File: src/rtl/ndc_pkg.sv
// Shared constants and controller/datapath interface types for the non-prime divisor counter.
package ndc_pkg;

  localparam int MAX_N  = 65536;
  localparam int ADDR_W = $clog2(MAX_N);
  localparam int IDX_W  = ADDR_W + 1;
  localparam int NUM_W  = 16;
  localparam int CNT_W  = 8;

  typedef struct packed {
    logic clr_we;
    logic sieve_en;
    logic q_rd;
    logic out_load;
  } ndc_cmd_t;

  typedef struct packed {
    logic clr_last;
    logic sieve_last;
  } ndc_stat_t;

endpackage

File: src/rtl/ndc_ctrl.sv
// Build sequencer and query handshake control.
module ndc_ctrl import ndc_pkg::*; (
  input  logic      clk,
  input  logic      rst,
  input  ndc_stat_t stat,
  output ndc_cmd_t  cmd,
  input  logic      in_valid,
  output logic      in_stall,
  output logic      out_valid,
  input  logic      out_stall
);

  typedef enum logic [3:0] {
    ST_CLEAR = 4'b0001,
    ST_SIEVE = 4'b0010,
    ST_FLUSH = 4'b0100,
    ST_READY = 4'b1000
  } ndc_state_t;

  ndc_state_t state;
  ndc_state_t state_next;
  logic       s1_v;
  logic       accept;
  logic       adv;

  always_comb begin
    state_next = state;
    unique case (state)
      ST_CLEAR: if (stat.clr_last) state_next = ST_SIEVE;
      ST_SIEVE: if (stat.sieve_last) state_next = ST_FLUSH;
      ST_FLUSH: state_next = ST_READY;
      ST_READY: state_next = ST_READY;
      default:  state_next = ST_CLEAR;
    endcase
  end

  assign adv      = s1_v && !(out_valid && out_stall);
  assign in_stall = (state != ST_READY) || (s1_v && out_valid && out_stall);
  assign accept   = in_valid && !in_stall;

  assign cmd.clr_we   = state == ST_CLEAR;
  assign cmd.sieve_en = state == ST_SIEVE;
  assign cmd.q_rd     = accept;
  assign cmd.out_load = adv;

  always_ff @(posedge clk) begin
    if (rst) begin
      state     <= ST_CLEAR;
      s1_v      <= 1'b0;
      out_valid <= 1'b0;
    end else begin
      state <= state_next;
      if (accept) begin
        s1_v <= 1'b1;
      end else if (adv) begin
        s1_v <= 1'b0;
      end
      if (adv) begin
        out_valid <= 1'b1;
      end else if (!out_stall) begin
        out_valid <= 1'b0;
      end
    end
  end

`ifndef NO_ASSERTIONS
  a_ready_sticks: assert property (@(posedge clk) disable iff (rst)
    (state == ST_READY) |=> (state == ST_READY))
    else $error("left ready state after build");

  a_pending_kept: assert property (@(posedge clk) disable iff (rst)
    (s1_v && out_valid && out_stall) |=> s1_v)
    else $error("in-flight lookup dropped under output stall");

  a_result_has_source: assert property (@(posedge clk) disable iff (rst)
    $rose(out_valid) |-> $past(s1_v))
    else $error("result shown without a lookup in flight");
`endif

endmodule

File: config.mk
export PLATFORM = sky130hd
export DESIGN_NAME = ndc_ctrl
export DESIGN_NICKNAME = d
export VERILOG_FILES = /design/src/rtl/ndc_pkg.sv /design/src/rtl/ndc_ctrl.sv
export SDC_FILE = /design/constraint.sdc
export NUM_CORES = 1
export LEC_CHECK = 0
export BUFFER_PORTS_ARGS = -buffer_cell sky130_fd_sc_hd__buf_2
export CORE_AREA = 10 10 47 49
export CTS_CLUSTER_SIZE = 8
export DETAILED_ROUTE_END_ITERATION = 7
export DIE_AREA = 0 0 57 59
export PLACE_DENSITY_LB_ADDON = 0.25
export SLEW_MARGIN = 5
export SYNTH_ARGS = -nofsm -noshare
export SYNTH_HDL_FRONTEND = slang
export SYNTH_SLANG_ARGS = --single-unit
File: constraint.sdc
create_clock -name clk -period 1.4 [get_ports clk]
set_input_delay 0.28 -clock clk [delete_from_list [all_inputs] [get_ports clk]]
set_output_delay 0.28 -clock clk [all_outputs]
set_load 0.01 [all_outputs]
# After elaboration in Yosys (flattened, before gate mapping)
# Cells that the tools add are included.
[classes] n_eq_ne=8 n_mux=7 n_reduce_logical=11
[op_table] op="$pmux W4 S3" n=1
[op_table] op="$mux W4" n=2
[op_table] op="$logic_and A1 B1 Y1" n=5
[op_table] op="$eq A4 B1 Y1 const B" n=1
[op_table] op="$eq A4 B2 Y1 const B" n=1
[op_table] op="$eq A4 B3 Y1 const B" n=1
[op_table] op="$eq A4 B4 Y1 const B" n=1
[op_table] op="$mux W1" n=4
[op_table] op="$ne A2 B2 Y1 const B" n=2
[op_table] op="$ne A4 B4 Y1 const B" n=1
[op_table] op="$logic_not A1 Y1" n=2
[op_table] op="$ne A2 B1 Y1 const B" n=1
[op_table] op="$reduce_and A2 Y1" n=1
[op_table] op="$reduce_bool A2 Y1" n=1
[op_table] op="$reduce_or A2 Y1" n=1
[op_table] op="$logic_or A1 B1 Y1" n=1
[totals] ff_bits=6 in_bits=6 out_inout_bits=6 wordCells=29

# Depth between registers and ports, before layout
[logic_depth] depth_word=6 mapped_depth=4 depth_no_buf=3

# Worst setup path before layout
# Ideal clock, no wire load.
[synth_timing] path_type="register to output" from="reg state[2]" to="out cmd[1] (netlist name)" n_path_buf=2 arrival_ns=1.011 setup_slack_ns=0.109 stages_incl_launch_ff=5 required_ns=1.120 cell_sequence="dfxtp_1 buf_6 nor4b_4 and3_1 buf_4"
[synth_between] elab_chain_cells=4
[synth_rtl] element="from (decl)" line="ndc_ctrl.sv:20" source="ndc_state_t state;"
[synth_rtl] element="from (signal assigned)" line="ndc_ctrl.sv:52" source="state <= state_next;"
[synth_rtl] element="$ne A4 B4 Y1" line="ndc_ctrl.sv:38" source="assign in_stall = (state != ST_READY) || (s1_v && out_valid && out_stall);"
[synth_rtl] element="$logic_or A1 B1 Y1" line="ndc_ctrl.sv:38"
[synth_rtl] element="$logic_not A1 Y1" line="ndc_ctrl.sv:39" source="assign accept = in_valid && !in_stall;"
[synth_rtl] element="$logic_and A1 B1 Y1" line="ndc_ctrl.sv:39"
[synth_rtl] element="to (decl)" line="ndc_ctrl.sv:6" source="output ndc_cmd_t cmd,"
# No other way between the ends.

==> results.sh <==
export IMPL_min_to="s1_v"
export IMPL_cp_top_family="simple AND/OR/NAND/NOR gates"
export IMPL_leakage_uw=0.0002117
export IMPL_violations="setup timing"
export IMPL_rsz0062_at_grt="yes"
export IMPL_syn_inst=31
export IMPL_stdcell_area_sq_um=476.7
export IMPL_nNetsFinal=59
export IMPL_dpl_instance_area_sq_um=377.9
export IMPL_synth_compound_area_share_pct=14.74
export IMPL_cp_cell_sequence="nor4b_4 -> and3_1 -> buf_2"
export IMPL_synthXorXnorAreaFrac_pct=2.789
export IMPL_power_frac_seq_pct=47.2
export IMPL_combPwrFrac_pct=12.8
export IMPL_cp_data_arrival_time_ns=1.22
export IMPL_cts_buffer_depth=2
export IMPL_crit_buf_inv=1
export IMPL_postCtsHoldBufs=0
export IMPL_antenna_left=0
export IMPL_dr_pass1_iters=1
export IMPL_die_y_um=59
export IMPL_start_util_pct=22.41
export IMPL_hold_violations=0
export IMPL_hpwl_um=577
export IMPL_timing_final_crit_share_pct=107.0
export IMPL_gp_congestion=0.7512
export IMPL_synth_avg_cell_area_sq_um=10.13
export IMPL_clockRootBuffer="clkbuf_4"
export IMPL_drv_cap=0
export IMPL_synth_area_sq_um=314.1
export IMPL_swShare_pct=22.62
export IMPL_grt_ovfl_total=0
export IMPL_synth_mux_area_share_pct=0
export IMPL_synth_fp_nets=37
export IMPL_utilization_pct=34.02
export IMPL_min_period_ns=1.498
export IMPL_cts_tree="done"
export IMPL_routed_wl_um=823
export IMPL_r2r_cells=5
export IMPL_max_freq_mhz=667.8
export IMPL_chipWidth_um=57
export IMPL_grt_usage_pct=5.243
export IMPL_setup_total_negative_slack_ns=-0.1784
export IMPL_clkSlewWorstSetupHoldPaths_ns=0.04
export IMPL_yosys_area_share_simple_pct=34.66
export IMPL_antenna_found_initial=0
export IMPL_diodes=0
export IMPL_worstSetupPathDepth=3
export IMPL_num_rows=14
export IMPL_power_share_clock_pct=40.0
export IMPL_synth_fa_ha_area_share_pct=0
export IMPL_worstPathRequired_ns=1.12
export IMPL_area_delta_synth_final_pct=51.79
export IMPL_port_buffers=11
export IMPL_clock_skew_ns=0.0005488
export IMPL_grt_first_pass_wirelength_um=1345
export IMPL_worst_slack_ns=-0.09752
export IMPL_hold_class="in2reg"
export IMPL_drv_slew=0
export IMPL_synth_top_family_by_area="simple AND/OR/NAND/NOR gates"
export IMPL_power_density_mw_per_mm2=821.9
export IMPL_ys_seq_area_share_pct=38.25
export IMPL_routed_via_density=4.388
export IMPL_io_pins=12
export IMPL_cts_sinks=6
export IMPL_power_switching_uw=88.65
export IMPL_grt_pass1_vias=308
export IMPL_criticalPathCategory="reg2out"
export IMPL_rrSetupSlack_ns=0.16
export IMPL_setup_viol=4
export IMPL_worstReg2RegEnd="state[0]"
export IMPL_irDropWorstVdd_v=0.0004014
export IMPL_worstPathMaxFanout=4
export IMPL_cts_inserted_buffers=3
export IMPL_yosysWarnings=0
export IMPL_ys_ff_latch=6
export IMPL_crit_reg2reg_launch="state[0]"
export IMPL_insertion_delay_ns=0.24
export IMPL_startpoint_type="flip-flop"
export IMPL_slew_headroom_pct=81.80
export IMPL_holdPathStages=3
export IMPL_core_sq_mm=0.001401
export IMPL_cts_max_level=1
export IMPL_vias=294
export IMPL_worstMarginPinSlew_ns=0.2691
export IMPL_drive_gt1_share_pct=58.82
export IMPL_ys_types=23
export IMPL_die_area_sq_mm=0.003363
export IMPL_dp_slack_ns=0.1075
export IMPL_wl_per_cell_um=12.28
export IMPL_end_kind="output pin"
export IMPL_intPower_uw=303.2
export IMPL_drt_iter0_markers=0
export IMPL_drc_errors=0
export IMPL_slowest_delay_ns=0.33
export IMPL_status="finished, violations left"
export IMPL_min_delay_start="in_valid"
export IMPL_crit_path_top_delay_cell="dfxtp_2"
export IMPL_grt_start_max_net_pins=7
[layer usage]
layer  vias to the layer above  wire length [um]  global-route usage, %
met3                         2                94                  3.433
met5                         -                 0                      0
met4                         0                29                  6.040
met1                       125               351                  5.263
li1                        152                 -                      -
met2                        15               348                  6.667
[registers in the layout (all words and copies together) (netlist names)]
signal,cells
out_valid,1
state,4
s1_v,1
[worst max path at each step]
| stage | from | to | slack (ns) |
|---|---|---|---|
| after floorplan | state[2] | cmd[1] | 0.11 |
| after global placement | state[0] | cmd[1] | 0.13 |
| after detailed placement | state[0] | cmd[1] | 0.11 |
| after CTS | state[0] | cmd[1] | -0.11 |
| after global routing | state[2] | cmd[1] | -0.17 |
| final | state[2] | cmd[1] | -0.1 |
[per-stage QoR]
| stage | hold WS (ns) | std cells | total power [uW] |
|---|---|---|---|
| detailed placement | 0.4823 | 57 | 223.9 |
| floorplan | 0.3491 | 31 | 204.9 |
| finish | 0.2956 | 67 | 391.8 |
| global route | 0.2932 | 67 | 418.1 |
| CTS | 0.2960 | 64 | 390.3 |
| global placement | 0.4750 | 57 | 224.8 |
[kinds of logic (layout without fill, tap and decap cells)]
kind of cell / count (synthesis) / in the layout
AND/OR/NAND/NOR: 13 / 13
AO/OA/AOI/OAI: 7 / 7
flip-flops: 6 / 6
buffers and inverters: 4 / 24
XOR/XNOR: 1 / 1
[cell usage in the layout (no fill, tap or decap)]
cell type / instances
a21boi_1: 1
a21oi_1: 2
a311oi_1: 1
and3_1: 1
and3b_1: 1
buf_2: 11
buf_4: 8
buf_6: 1
clkbuf_4: 3
dfxtp_1: 3
dfxtp_2: 2
dfxtp_4: 1
inv_1: 1
nand2_1: 2
nand2b_4: 1
nand3_1: 1
nand3b_1: 1
nor2_1: 1
nor3_4: 1
nor4_1: 1
nor4b_1: 1
nor4b_2: 1
nor4b_4: 1
o21a_1: 1
o21ai_1: 1
o21bai_1: 1
xnor2_1: 1
[final cells by class]
cell class | count | area [sq um]
Clock buffer | 3 | 22.52
Fill cell | 154 | 924.6
Inverter | 1 | 3.754
Multi-Input combinational cell | 21 | 177.7
Sequential cell | 6 | 126.4
Tap cell | 16 | 20.02
Timing Repair Buffer | 20 | 126.4
[worst register-to-register path, delay by kind of cell, from the launching register on]
kind	cells	cell delay (ns)
AOI/OAI and AO/OA	2	0.39
buffers and inverters	2	0.26
DFF	1	0.34
and+or+nand+nor	1	0.14
[power groups by stage]
stage	clock [uW]	sequential [uW]	combinational (uW)
after floorplan	0	186	19.0
after global placement	0	188	36.6
after detailed placement	0	188	35.5
after CTS	163	183	44.1
after global routing	177	185	55.2
final	157	185	50.3
[Yosys cell counts]
cell type | instances | area (sq um)
nor4b_2 | 1 | 15.01
and3_1 | 1 | 6.260
nor4b_4 | 1 | 23.77
dfxtp_1 | 6 | 120.1
nand2_1 | 2 | 7.510
nor4_1 | 1 | 6.260
nand2b_1 | 1 | 6.260
o21ai_1 | 1 | 5.000
and3b_1 | 1 | 8.760
nor2_1 | 1 | 3.750
inv_1 | 1 | 3.750
nand3_1 | 1 | 5.000
a21oi_1 | 2 | 10.01
buf_4 | 2 | 15.01
nand3b_1 | 1 | 7.510
o21bai_1 | 1 | 7.510
o21a_1 | 1 | 7.510
buf_6 | 1 | 11.26
nor4b_1 | 1 | 8.760
xnor2_1 | 1 | 8.760
a21boi_1 | 1 | 7.510
nor3_2 | 1 | 10.01
a311oi_1 | 1 | 8.760
[timing repair]
action / CTS / global route
buffers inserted: 4 / 3
pin swaps: 3 / 3
endpoints found under the setup margin: 4 / 4
resized for setup: 2 / 5
Note: power is estimated with default switching activity, not from simulation.
